`config.mk`:
```
export PLATFORM = sky130hd
export DESIGN_NAME = bmx_front
export DESIGN_NICKNAME = d
export VERILOG_FILES = /design/src/sv/bmx_pkg.sv /design/src/sv/bmx_front.sv
export SDC_FILE = /design/constraint.sdc
export NUM_CORES = 1
export LEC_CHECK = 0
export BUFFER_PORTS_ARGS = -buffer_cell sky130_fd_sc_hd__buf_2
export CORE_MARGIN = 1.5
export CORE_UTILIZATION = 42
export CTS_BUF_LIST = sky130_fd_sc_hd__clkbuf_4 sky130_fd_sc_hd__clkbuf_8
export DETAILED_ROUTE_END_ITERATION = 8
export GPL_ROUTABILITY_DRIVEN = 0
export GPL_TIMING_DRIVEN = 0
export PLACE_DENSITY = 0.9
export SLEW_MARGIN = 20
export SYNTH_ARGS = -nofsm -noshare
export SYNTH_HDL_FRONTEND = slang
export SYNTH_SLANG_ARGS = --single-unit
export TNS_END_PERCENT = 20
```
`constraint.sdc`:
```
create_clock -name i_clk -period 1.2 [get_ports i_clk]
set_input_delay 0.18 -clock i_clk [delete_from_list [all_inputs] [get_ports i_clk]]
set_output_delay 0.18 -clock i_clk [all_outputs]
set_load 0.03 [all_outputs]
```
`src/sv/bmx_pkg.sv`:
```
// Shared types and constants for the binary trie maximum-xor block.
package bmx_pkg;

    // Fixed field widths of the stream words
    localparam int KIND_W   = 2;
    localparam int KEY_W    = 31;
    localparam int STATUS_W = 2;
    localparam int COUNT_W  = 20;

    // Defaults for the top-level parameters
    localparam int DEF_VALUE_BITS = 31;
    localparam int DEF_NODE_POOL  = 65536;

    // Depth of the queue between the front and the engine
    localparam int QUEUE_DEPTH = 2;

    // Saturation point of a node count
    localparam logic [COUNT_W-1:0] COUNT_MAX = '1;

    // Codes of the kind field on the input word
    localparam logic [KIND_W-1:0] KIND_INSERT = 2'd0;
    localparam logic [KIND_W-1:0] KIND_DELETE = 2'd1;
    localparam logic [KIND_W-1:0] KIND_QUERY  = 2'd2;

    // Decoded operation carried through the queue
    typedef enum logic [1:0] {
        OP_INSERT = 2'd0,
        OP_DELETE = 2'd1,
        OP_QUERY  = 2'd2,
        OP_NONE   = 2'd3
    } t_op;

    // Result status codes
    typedef enum logic [STATUS_W-1:0] {
        ST_OK     = 2'd0,
        ST_EMPTY  = 2'd1,
        ST_ABSENT = 2'd2,
        ST_FULL   = 2'd3
    } t_status;

    // Engine sequencer states
    typedef enum logic [2:0] {
        S_IDLE,
        S_CHECK,
        S_FIT,
        S_UPD,
        S_QROOT,
        S_QUERY,
        S_DONE
    } t_state;

endpackage

```
`src/sv/bmx_front.sv`:
```
// Input stage: takes stream words, decodes the kind and sizes the value.
module bmx_front import bmx_pkg::*; #(
    parameter int VALUE_BITS = DEF_VALUE_BITS
) (
    input  logic                  i_clk,
    input  logic                  i_rst_n,
    input  logic                  i_valid,
    output logic                  o_ready,
    input  logic [KIND_W-1:0]     i_kind,
    input  logic [KEY_W-1:0]      i_key,
    output logic                  o_valid,
    input  logic                  i_ready,
    output t_op                   o_op,
    output logic [VALUE_BITS-1:0] o_value
);

    logic                  r_valid;
    t_op                   r_op;
    logic [VALUE_BITS-1:0] r_value;
    t_op                   n_op;
    logic [VALUE_BITS-1:0] n_value;

    // Decode the kind into an operation
    always_comb begin
        case (i_kind)
            KIND_INSERT: n_op = OP_INSERT;
            KIND_DELETE: n_op = OP_DELETE;
            KIND_QUERY:  n_op = OP_QUERY;
            default:     n_op = OP_NONE;
        endcase
    end

    // Fit the key to the trie width: drop or zero-fill the upper bits
    for (genvar g = 0; g < VALUE_BITS; g++) begin : g_val
        if (g < KEY_W) begin : g_in
            assign n_value[g] = i_key[g];
        end else begin : g_zero
            assign n_value[g] = 1'b0;
        end
    end

    assign o_ready = !r_valid || i_ready;
    assign o_valid = r_valid;
    assign o_op    = r_op;
    assign o_value = r_value;

    // Hold one decoded word until the queue takes it
    always_ff @(posedge i_clk) begin
        if (!i_rst_n) begin
            r_valid <= 1'b0;
        end else if (o_ready) begin
            r_valid <= i_valid;
        end
    end

    // Capture the payload on accept
    always_ff @(posedge i_clk) begin
        if (i_valid && o_ready) begin
            r_op    <= n_op;
            r_value <= n_value;
        end
    end

endmodule

```
### Yosys cells after proc, flatten, opt, wreduce, memory -nomap -nowiden

Index checks and enable logic that the tools add are counted.

| word-level totals | value |
|---|---|
| register bits after elaboration | 34 |
| bits in latches | 0 |
| memory bits (writable) | 0 |
| memory bits (read-only) | 0 |
| input port bits | 37 |
| output and inout port bits | 35 |
| word-level logic and storage cells | 10 |
| memories | 0 |

| operators by class | value |
|---|---|
| add/sub/neg operators | 0 |
| $mul | 0 |
| divide/modulo/power cells | 0 |
| $lt $le $gt $ge | 0 |
| equality and inequality tests | 2 |
| shifts and indexed selects | 0 |
| mux-type cells | 1 |
| bitwise gates (word level) | 0 |
| reductions and logical operators | 4 |

Operators by type and width:

| kind | number |
|---|---|
| $pmux 2 s3 | 1 |
| $eq 2x1->1 const B | 1 |
| $eq 2x2->1 const B | 1 |
| $logic_not 2->1 | 1 |
| $logic_and 1x1->1 | 1 |
| $logic_not 1->1 | 1 |
| $logic_or 1x1->1 | 1 |

### Logic depth before layout (Yosys ltp)

| logic depth | value |
|---|---|
| depth after elaboration | 3 |
| gate-level depth with buffers | 2 |
| gate-level depth less buffers | 2 |

### Worst setup path before layout

No wires, ideal clock.

| path | value |
|---|---|
| path kind | flip-flop to flip-flop |
| start | register r_valid (netlist: o_valid) |
| end | register r_op[0] (netlist: o_op[0]), enable pin |
| library setup time | 341 ps |
| arrival | 964 ps |
| data required time | 859 ps |
| setup slack | -106 ps |
| cell stages (with the launch flop) | 3 |
| path buffers | 0 |
| clock period less this slack | 1,306 ps |
| cell sequence | dfxtp_1 > nand2b_4 > and2_4 |

| on the way | value |
|---|---|
| word-level cells in the longest chain between the ends | 3 |

Ends and longest elaborated chain:

| element | RTL line | RTL |
|---|---|---|
| from (decl) | bmx_front.sv:17 | `logic r_valid;` |
| from (signal assigned) | bmx_front.sv:52 | `r_valid <= i_valid;` |
| $logic_not 1->1 | bmx_front.sv:42 | `assign o_ready = !r_valid \|\| i_ready;` |
| $logic_or 1x1->1 | bmx_front.sv:42 |  |
| net o_ready | bmx_front.sv:8 | `output logic o_ready,` |
| $logic_and 1x1->1 | bmx_front.sv:58 | `if (i_valid && o_ready) begin` |
| to (signal assigned) | bmx_front.sv:59 | `r_op <= n_op;` |
| to (decl) | bmx_front.sv:18 | `t_op r_op;` |

The timed path passes the listed nets, and every way through them passes these cells.
A chain may end at the register's enable or synchronous reset.

### Worst setup path in the final report

| path | value |
|---|---|
| start | register r_valid (netlist: o_valid) |
| end | output port o_ready |

| on the way | value |
|---|---|
| word-level cells in the longest chain between the ends | 2 |

Ends and longest elaborated chain:

| element | RTL line |
|---|---|
| $logic_not 1->1 | bmx_front.sv:42 |
| $logic_or 1x1->1 | bmx_front.sv:42 |
| to (decl) | bmx_front.sv:8 |

No other way between the ends.

==> out/metrics.cfg <==
[outcome]
status = complete, no violations

[layout]
final_cell_mix = 69 x buf_2, 33 x edfxtp_1, 5 x clkbuf_4
area_growth_pct = 43.96
diodes = 0
layout_commonest_cell = buf_2
drive_gt1_share_pct = 68.38
nets = 154
fin_util_pct = 66.18

[die]
ios = 72
core_mm2 = 0.002297
die_y_um = 53.14
die_area_mm2 = 0.002824
start_util_pct = 45.97
rows = 17
die_x_um = 53.14

[job]
cap_violations = 0

[global_routing]
antenna_found_initial = 0
grt_max_degree = 34
grtUsageTotal_pct = 15.93
grt_pass1_wl_um = 2822
grt-ovfl-total = 0
grt_pass1_vias = 595

[sta]
max_freq_mhz = 887.2
hold_viol_final = 0
min_period_over_period_pct = 93.93
report.final.slew_viol_count = 0
finalSetupViolations = 0
worst_pin_slew_ns = 0.2261
fin_crit_ns = 1.127
rsz0062_at_grt = false
relSlewSlack_pct = 84.92
finalClockSkew_ns = 0.008084
setup_tns_ns = 0

[critical_path]
critPathTopFamily = flip-flops
start_kind = register
end_kind = output port
crit_type = register to output port
crit_buf_inv = 1
slowest_delay_ns = 0.36
cp_slowest_cell = dfxtp_4
critPathMaxFanout = 4
required_ns = 1.02
crit_chain = nand2b_4 -> buf_2
critPathArrivalTime_ns = 0.95

[clocking]
clk-insertion-delay-late_ns = 0.32
cts_buffer_depth = 2
clk_pin_slew_ns = 0.10
cts_tree = done
root_buffer = clkbuf_4
h-tree-depth = 2
clock_sinks = 34
cts_setup_buffers = 0
cts_buffers = 5

[logic_synthesis]
yosysSeqAreaShare_pct = 95.73
avgSynthCellArea_um2 = 26.40
ys_seq_elements = 34
syn_nets = 77
ys_types = 7
synthCells = 40
synth.cell_area_mm2 = 0.001056
yosysWarnings = 0

[routing]
routed_via_density = 4.407
ant_nets = 0
wirelength_um = 2124
via_count = 639
drtIter0Drc = 6
wl_per_cell_um = 14.65
route.detailed.drc = 0
drt-pass1-iter-count = 4

[power_and_ir_drop]
leakage_nw = 0.6655
peakVddDrop_mv = 1.345
power_density_mw_per_mm2 = 1615
finalPower_mw = 2.456

[placement]
dp_hpwl_um = 1588
portBuffers = 69

[worst_hold_path]
min_path_type = input port to register

[worst paths after layout]
path / from / end / slack, ns / depth (start not counted)
setup reg to reg: o_valid / o_value[10] / 0.17 / 2
hold reg to reg: o_valid / o_valid / 0.52 / 2
setup / recovery: o_valid / o_ready / 0.07 / 2
hold / removal: i_key[17] / o_value[17] / 0.02 / 1
[flip-flops by register name, indices dropped and copies added, names as in the netlist]
name     count
o_op         2
o_valid      1
o_value     31
[Yosys cell counts, drive strengths merged]
| library cell | instances | area [um2] |
|---|---|---|
| edfxtp | 33 | 991.0 |
| inv | 1 | 3.750 |
| dfxtp | 1 | 20.02 |
| nand2b | 1 | 13.76 |
| clkbuf | 2 | 7.510 |
| and2 | 1 | 8.760 |
| a21boi | 1 | 11.26 |
[metal layers]
| metal | GRT usage (%) | up-vias | part of all wire [%] |
|---|---|---|---|
| met2 | 24.79 | 53 | 46 |
| met4 | 7.692 | 0 | 1.0 |
| li1 | - | 309 | - |
| met5 | 0 | - | 0 |
| met3 | 9.887 | 2 | 17 |
| met1 | 16.86 | 275 | 36 |
[worst reg2reg max path, stage by stage, from the launching register on]
cell	delay, ns
dfxtp_4	0.36
nand2b_4	0.08
and2_4	0.29
[cell type report]
cell class                 count  area, um2
inverter                       1      3.754
clock buffer                   5      37.54
fill                         170      777.0
clock inverter                 2      33.78
tap                           28      35.03
sequential                    34       1015
buffer                         2      7.507
timing repair buffer          69      345.3
multi-input combinational      4      42.54
[power by group]
part | switching (mW) | total (mW) | internal, mW
Combinational | 0.207 | 0.301 | 0.0945
Clock | 0.334 | 0.755 | 0.421
Sequential | 0.0176 | 1.40 | 1.38
Total | 0.558 | 2.46 | 1.90
[stage by stage]
step,hold slack [ns],cell area (um2),std cells,setup WS [ns]
floorplan,0.2789,1060,40,-0.01496
global placement,0.3563,1440,137,0.05657
detailed placement,0.3581,1440,137,0.02464
CTS,0.007952,1511,144,0.01531
global route,0.0008044,1520,145,0.02390
finish,0.02450,1520,145,0.07285
[cell families (layout without fill, tap and decap cells)]
group | count (synthesis) | count (layout) | share of synthesized area, %
and+or+nand+nor | 2 | 3 | 2.133
AOI/OAI and AO/OA | 1 | 1 | 1.066
buffers and inverters | 3 | 79 | 1.066
DFF | 34 | 34 | 95.73
[repair_timing]
action / in CTS / in global routing
setup endpoints to repair: 0 / 33
resized for setup: 0 / 1
hold buffers: 0 / 0
Power figures use the tool's default switching activity.
