===== src/sv/bmx_pkg.sv =====
// Shared types and constants for the binary trie maximum-xor block.
package bmx_pkg;

    // Fixed field widths of the stream words
    localparam int KIND_W   = 2;
    localparam int KEY_W    = 31;
    localparam int STATUS_W = 2;
    localparam int COUNT_W  = 20;

    // Defaults for the top-level parameters
    localparam int DEF_VALUE_BITS = 31;
    localparam int DEF_NODE_POOL  = 65536;

    // Depth of the queue between the front and the engine
    localparam int QUEUE_DEPTH = 2;

    // Saturation point of a node count
    localparam logic [COUNT_W-1:0] COUNT_MAX = '1;

    // Codes of the kind field on the input word
    localparam logic [KIND_W-1:0] KIND_INSERT = 2'd0;
    localparam logic [KIND_W-1:0] KIND_DELETE = 2'd1;
    localparam logic [KIND_W-1:0] KIND_QUERY  = 2'd2;

    // Decoded operation carried through the queue
    typedef enum logic [1:0] {
        OP_INSERT = 2'd0,
        OP_DELETE = 2'd1,
        OP_QUERY  = 2'd2,
        OP_NONE   = 2'd3
    } t_op;

    // Result status codes
    typedef enum logic [STATUS_W-1:0] {
        ST_OK     = 2'd0,
        ST_EMPTY  = 2'd1,
        ST_ABSENT = 2'd2,
        ST_FULL   = 2'd3
    } t_status;

    // Engine sequencer states
    typedef enum logic [2:0] {
        S_IDLE,
        S_CHECK,
        S_FIT,
        S_UPD,
        S_QROOT,
        S_QUERY,
        S_DONE
    } t_state;

endpackage


===== src/sv/bmx_fifo.sv =====
// Short queue that decouples the input stage from the trie engine.
module bmx_fifo import bmx_pkg::*; #(
    parameter int WIDTH = DEF_VALUE_BITS + 2
) (
    input  logic             i_clk,
    input  logic             i_rst_n,
    input  logic             i_valid,
    output logic             o_ready,
    input  logic [WIDTH-1:0] i_data,
    output logic             o_valid,
    input  logic             i_ready,
    output logic [WIDTH-1:0] o_data
);

    localparam int PW = $clog2(QUEUE_DEPTH);
    localparam int CW = $clog2(QUEUE_DEPTH + 1);
    localparam logic [PW-1:0] LAST_SLOT = PW'(QUEUE_DEPTH - 1);
    localparam logic [CW-1:0] FULL_CNT  = CW'(QUEUE_DEPTH);

    logic [WIDTH-1:0] r_slot [QUEUE_DEPTH];
    logic [PW-1:0]    r_wp;
    logic [PW-1:0]    r_rp;
    logic [CW-1:0]    r_cnt;
    logic             push;
    logic             pop;

    assign o_ready = (r_cnt != FULL_CNT);
    assign o_valid = (r_cnt != '0);
    assign o_data  = r_slot[r_rp];
    assign push    = i_valid && o_ready;
    assign pop     = o_valid && i_ready;

    // Advance pointers and occupancy
    always_ff @(posedge i_clk) begin
        if (!i_rst_n) begin
            r_wp  <= '0;
            r_rp  <= '0;
            r_cnt <= '0;
        end else begin
            if (push) begin
                r_wp <= (r_wp == LAST_SLOT) ? '0 : r_wp + PW'(1);
            end
            if (pop) begin
                r_rp <= (r_rp == LAST_SLOT) ? '0 : r_rp + PW'(1);
            end
            case ({push, pop})
                2'b10:   r_cnt <= r_cnt + CW'(1);
                2'b01:   r_cnt <= r_cnt - CW'(1);
                default: r_cnt <= r_cnt;
            endcase
        end
    end

    // Store the incoming word
    always_ff @(posedge i_clk) begin
        if (push) begin
            r_slot[r_wp] <= i_data;
        end
    end

endmodule


===== config.mk =====
export PLATFORM = sky130hd
export DESIGN_NAME = bmx_fifo
export DESIGN_NICKNAME = d
export VERILOG_FILES = /design/src/sv/bmx_pkg.sv /design/src/sv/bmx_fifo.sv
export SDC_FILE = /design/constraint.sdc
export NUM_CORES = 1
export LEC_CHECK = 0
export BUFFER_PORTS_ARGS = -buffer_cell sky130_fd_sc_hd__clkbuf_2
export CORE_AREA = 4 4 79 96
export DETAILED_ROUTE_END_ITERATION = 10
export DIE_AREA = 0 0 83 100
export SKIP_CTS_REPAIR_TIMING = 1
export SYNTH_ARGS = -nofsm -noshare
export SYNTH_HDL_FRONTEND = slang
export SYNTH_SLANG_ARGS = --single-unit
export TNS_END_PERCENT = 20

===== constraint.sdc =====
create_clock -name i_clk -period 2.4 [get_ports i_clk]
set_input_delay 0.12 -clock i_clk [delete_from_list [all_inputs] [get_ports i_clk]]
set_output_delay 0.12 -clock i_clk [all_outputs]
set_load 0.01 [all_outputs]

# Yosys cells after proc, flatten, opt, wreduce, memory -nomap -nowiden
# Memory sizes are Yosys's and may differ from the RTL's. A register that Yosys moved wholly into a read port is not among the register bits.
# Index checks and enable logic that the tools add are counted.
[word_totals] regBits=4 mem_bits_rw=66 in_bits=37 output_inout_bits=35 word_cells=22 n_memories=1
[memory_table] name="r_slot" depth=2 word_bits=33 rd=1 rd_clocked_by_memory_dff=1 write_ports=1 line_no="bmx_fifo.sv:20" source="logic [WIDTH-1:0] r_slot [QUEUE_DEPTH];"
[classes] n_addsub=4 eq_ne=3 n_mux=7 reduce_logical=4
[ops] op="two-way mux 1 bit" n=6
[ops] op="case mux 2 bit (2 select lines)" n=1
[ops] op="nonzero test 2 bit" n=2
[ops] op="adder 1 bit (second input constant)" n=2
[ops] op="adder 2 x 1 -> 2 bit (second input constant)" n=1
[ops] op="equality test 2 x 1 -> 1 bit (second input constant)" n=1
[ops] op="equality test 2 bit (second input constant)" n=1
[ops] op="logical AND 1 bit" n=2
[ops] op="inequality test 2 bit (second input constant)" n=1
[ops] op="subtractor 2 x 1 -> 2 bit (second input constant)" n=1

# Logic depth before layout (Yosys ltp)
[depth] word_depth=4 ltp_mapped=6 ltp_nobuf=6

# Worst setup path before layout
# No wires, ideal clock.
[synth_path] path_kind="register to register" start="register r_cnt[0]" end="memory r_slot[1][0] (netlist bit), enable pin" setup_time_ps=393 arrival_ps=1510 required_time_ps=2007 slack_ps=496 stages_incl_launch_ff=3 path_buffers=0 synth_period_minus_slack_ps=1904 cell_sequence="dfxtp_1 nand2b_1 and3_1"
[synth_via] elab_chain_cells=4
[synth_rtl] element="start: declaration" line_no="bmx_fifo.sv:23" source="logic [CW-1:0] r_cnt;"
[synth_rtl] element="start signal: assignment" line_no="bmx_fifo.sv:47" source="2'b10: r_cnt <= r_cnt + CW'(1);"
[synth_rtl] element="start signal: assignment" line_no="bmx_fifo.sv:48" source="2'b01: r_cnt <= r_cnt - CW'(1);"
[synth_rtl] element="start signal: assignment" line_no="bmx_fifo.sv:49" source="default: r_cnt <= r_cnt;"
[synth_rtl] element="inequality test 2 bit" line_no="bmx_fifo.sv:27" source="assign o_ready = (r_cnt != FULL_CNT);"
[synth_rtl] element="net o_ready" line_no="bmx_fifo.sv:8" source="output logic o_ready,"
[synth_rtl] element="logical AND 1 bit" line_no="bmx_fifo.sv:30" source="assign push = i_valid && o_ready;"
[synth_rtl] element="two-way mux 1 bit" line_no="bmx_fifo.sv:56" source="if (push) begin"
[synth_rtl] element="two-way mux 1 bit (not written as such)" line_no="bmx_fifo.sv:57" source="r_slot[r_wp] <= i_data;"
[synth_rtl] element="end: declaration" line_no="bmx_fifo.sv:20"
# The timed path passes the listed nets, and every way through them passes these cells.

# Worst setup path in the final report
[layout_path] start="register r_cnt[0]" end="register r_cnt[1]"
[layout_via] elab_chain_cells=4 word_cells_on_any_way=10 classes_between="add/sub: 2; eq/ne: 3; mux: 1; reduce/logical: 4"
[layout_rtl] element="inequality test 2 bit / nonzero test 2 bit (equally long branches)" line_no="bmx_fifo.sv:27, bmx_fifo.sv:28"
[layout_rtl] element="logical AND 1 bit, on equally long branches" line_no="bmx_fifo.sv:30, bmx_fifo.sv:31"
[layout_rtl] element="equality test 2 x 1 -> 1 bit / equality test 2 bit (equally long branches)" line_no="bmx_fifo.sv:46" source="case ({push, pop})"
[layout_rtl] element="case mux 2 bit (2 select lines) / nonzero test 2 bit (equally long branches)"
# Several ways; a longest one is shown, not always the timed one.
# A chain may end at the register's enable or synchronous reset.

==> summary.txt <==
WP data required -> 2670 ps
gr ovfl total -> 0
Die Width -> 83 um
# rows -> 33
f_max -> 630 MHz
hold path depth -> 2
DRC Markers -> 0
Post-Syn Area -> 2610 um2
maximum VDD drop -> 0.000609 V
worst reg2reg endpoint -> r_cnt[1]
via count -> 1,482
Placer Congestion -> 0.679
htree depth -> 3
Clock Latency Late Sink -> 340 ps
WP data arrival -> 1860 ps
predominant post-synthesis flop cell -> edfxtp_1
core area -> 6690 um2
net count after synthesis -> 165
setup tns final -> 0 ps
first-pass GRT wire length -> 7120 um
Worst Reg-to-Reg Cells -> 5
Final ANT Viol Nets -> 0
Num CTS Buffers -> 9
endpoints failing setup -> 0
Tot GR Track Use -> 0.116
Fin. Hold Viols -> 0
Final Non-Filler Cells -> 335
height of the die -> 100 um
PortBufs -> 71
Via density -> 4.42
critical setup path kind -> register to register
io pins -> 72
CP Launch Type -> register
status -> finished clean
worst hold path type -> input pin to register
r2r startpoint -> r_cnt[0]
CTS Buffer Depth -> 2
EDFF count, synth -> 66
CTS clk-pin slew, worst paths -> 70 ps
drt first pass iters -> 4
largest net degree at the start of global routing -> 34
CP Capture Type -> register
ys async rst share -> 0
post-layout util -> 0.550
max_cap viols -> 0
Final min period -> 1590 ps
Root Driver -> clkbuf_8
Hold Path End -> r_cnt[0]
initial antenna violation count -> 0
Hold Crit Start -> i_rst_n
RSZ-0062 raised after global routing -> no
Yosys warnings -> 0
WL final -> 4840 um
Syn-to-layout area delta -> 41.1%
Leak -> 1.43 nW
WL per Instance -> 14.4 um
Cell variety after synth -> 20
flop2flop setup slack -> 810 ps
Cells after DPL -> 286
skew final -> 7.93 ps
drt initial violations -> 55
Final Total Pwr -> 0.00383 W
Starting Density -> 0.390
Pwr Density -> 1040 nW/um2
CTS tree -> yes
fin. max-slew vios -> 0
#FFs+latches synth -> 71
share of cells above drive strength 1 -> 0.512
worst hold slack -> 47.6 ps
Slew HR -> 0.694
clk sinks -> 71
Nets -> 281
crit path max fanout -> 5
Slew @ Worst Pin -> 459 ps
full die area -> 8300 um2
final worst-path cycle share -> 0.662
Post-Syn Area per Cell -> 20.5 um2
part of the Yosys area used for sequential elements -> 0.798
DP Wirelength -> 3000 um
diode count -> 0
vias in the first global route -> 1,469
Cells after Synth -> 127
[where the power goes]
group,switching [W],total (W),internal (W)
clock,0.000429,0.00122,0.000790
sequential,0.0000553,0.00162,0.00157
combinational,0.000498,0.000993,0.000495
total,0.000982,0.00383,0.00285
[sequential cells by signal (all words and copies together), names as in the netlist, named ones only]
register / cells
r_wp: 1
r_cnt: 2
r_rp: 1
r_slot: 66
[area by class of cell]
class | count | area [um2]
repair buffers | 109 | 723
well taps | 87 | 109
clock buffers | 9 | 124
clock inverters | 7 | 135
fillers | 563 | 3010
multi-input cells | 51 | 503
flip-flops and latches | 71 | 2080
inverters | 1 | 3.75
[through the flow]
stage          worst slack (ps)  instance area [um2]
5_1_grt                     681                 3680
3_5_place_dp                814                 3090
4_1_cts                     790                 3350
2_1_floorplan               496                 2610
6_report                    812                 3680
3_3_place_gp                860                 3090
[cells in the final DEF, fill, tap and decap left out, types with 2 or more instances in the layout]
cell / Yosys / final
bufinv_16: 0 / 4
clkbuf_8: 0 / 9
nor2b_1: 2 / 2
edfxtp_1: 66 / 66
xnor2_1: 3 / 3
clkbuf_2: 0 / 71
clkinv_2: 0 / 3
dfxtp_1: 5 / 5
mux2_2: 33 / 33
buf_4: 0 / 5
dlygate4sd3_1: 0 / 33
[worst max path at each step]
stage               depth (start not counted)      from      endpoint
finish                                      5  r_cnt[0]      r_cnt[1]
CTS                                         3  register    o_data[10]
global placement                            3  r_cnt[0]  r_slot[1][1]
detailed placement                          5  r_cnt[0]      r_cnt[1]
floorplan                                   2  r_cnt[0]  r_slot[1][0]
global route                                5  r_cnt[0]      r_cnt[1]
[critical path: stages (launching register included)]
cell and delay (ps):
dfxtp_1 410, nand2b_1 210, nand2_1 90, ha_1 330, or3_1 360, a21boi_1 140
[synth_stat cells, types with 2 or more instances]
master / n / area (um2)
nor2b_1: 2 / 12.5
edfxtp_1: 66 / 1980
mux2_2: 33 / 372
dfxtp_1: 5 / 100
buf_2: 4 / 20.0
xnor2_1: 3 / 26.3
[logic make-up after synthesis]
| family | synth area share |
|---|---|
| flip-flops | 0.798 |
| AO/OA/AOI/OAI | 0.0144 |
| AND/OR/NAND/NOR | 0.0211 |
| multiplexers | 0.142 |
| adder cells (fa/ha/maj) | 0.00480 |
| buffers and inverters | 0.00911 |
| XOR/XNOR | 0.0101 |
[per-layer routing]
layer	up-vias	wire [um]	global-route usage
li1	723	-	-
met1	712	1920	0.117
met3	8	200	0.0493
met5	-	0	0
met4	0	86	0.0566
met2	39	2630	0.205
Power figures use the tool's default switching activity.
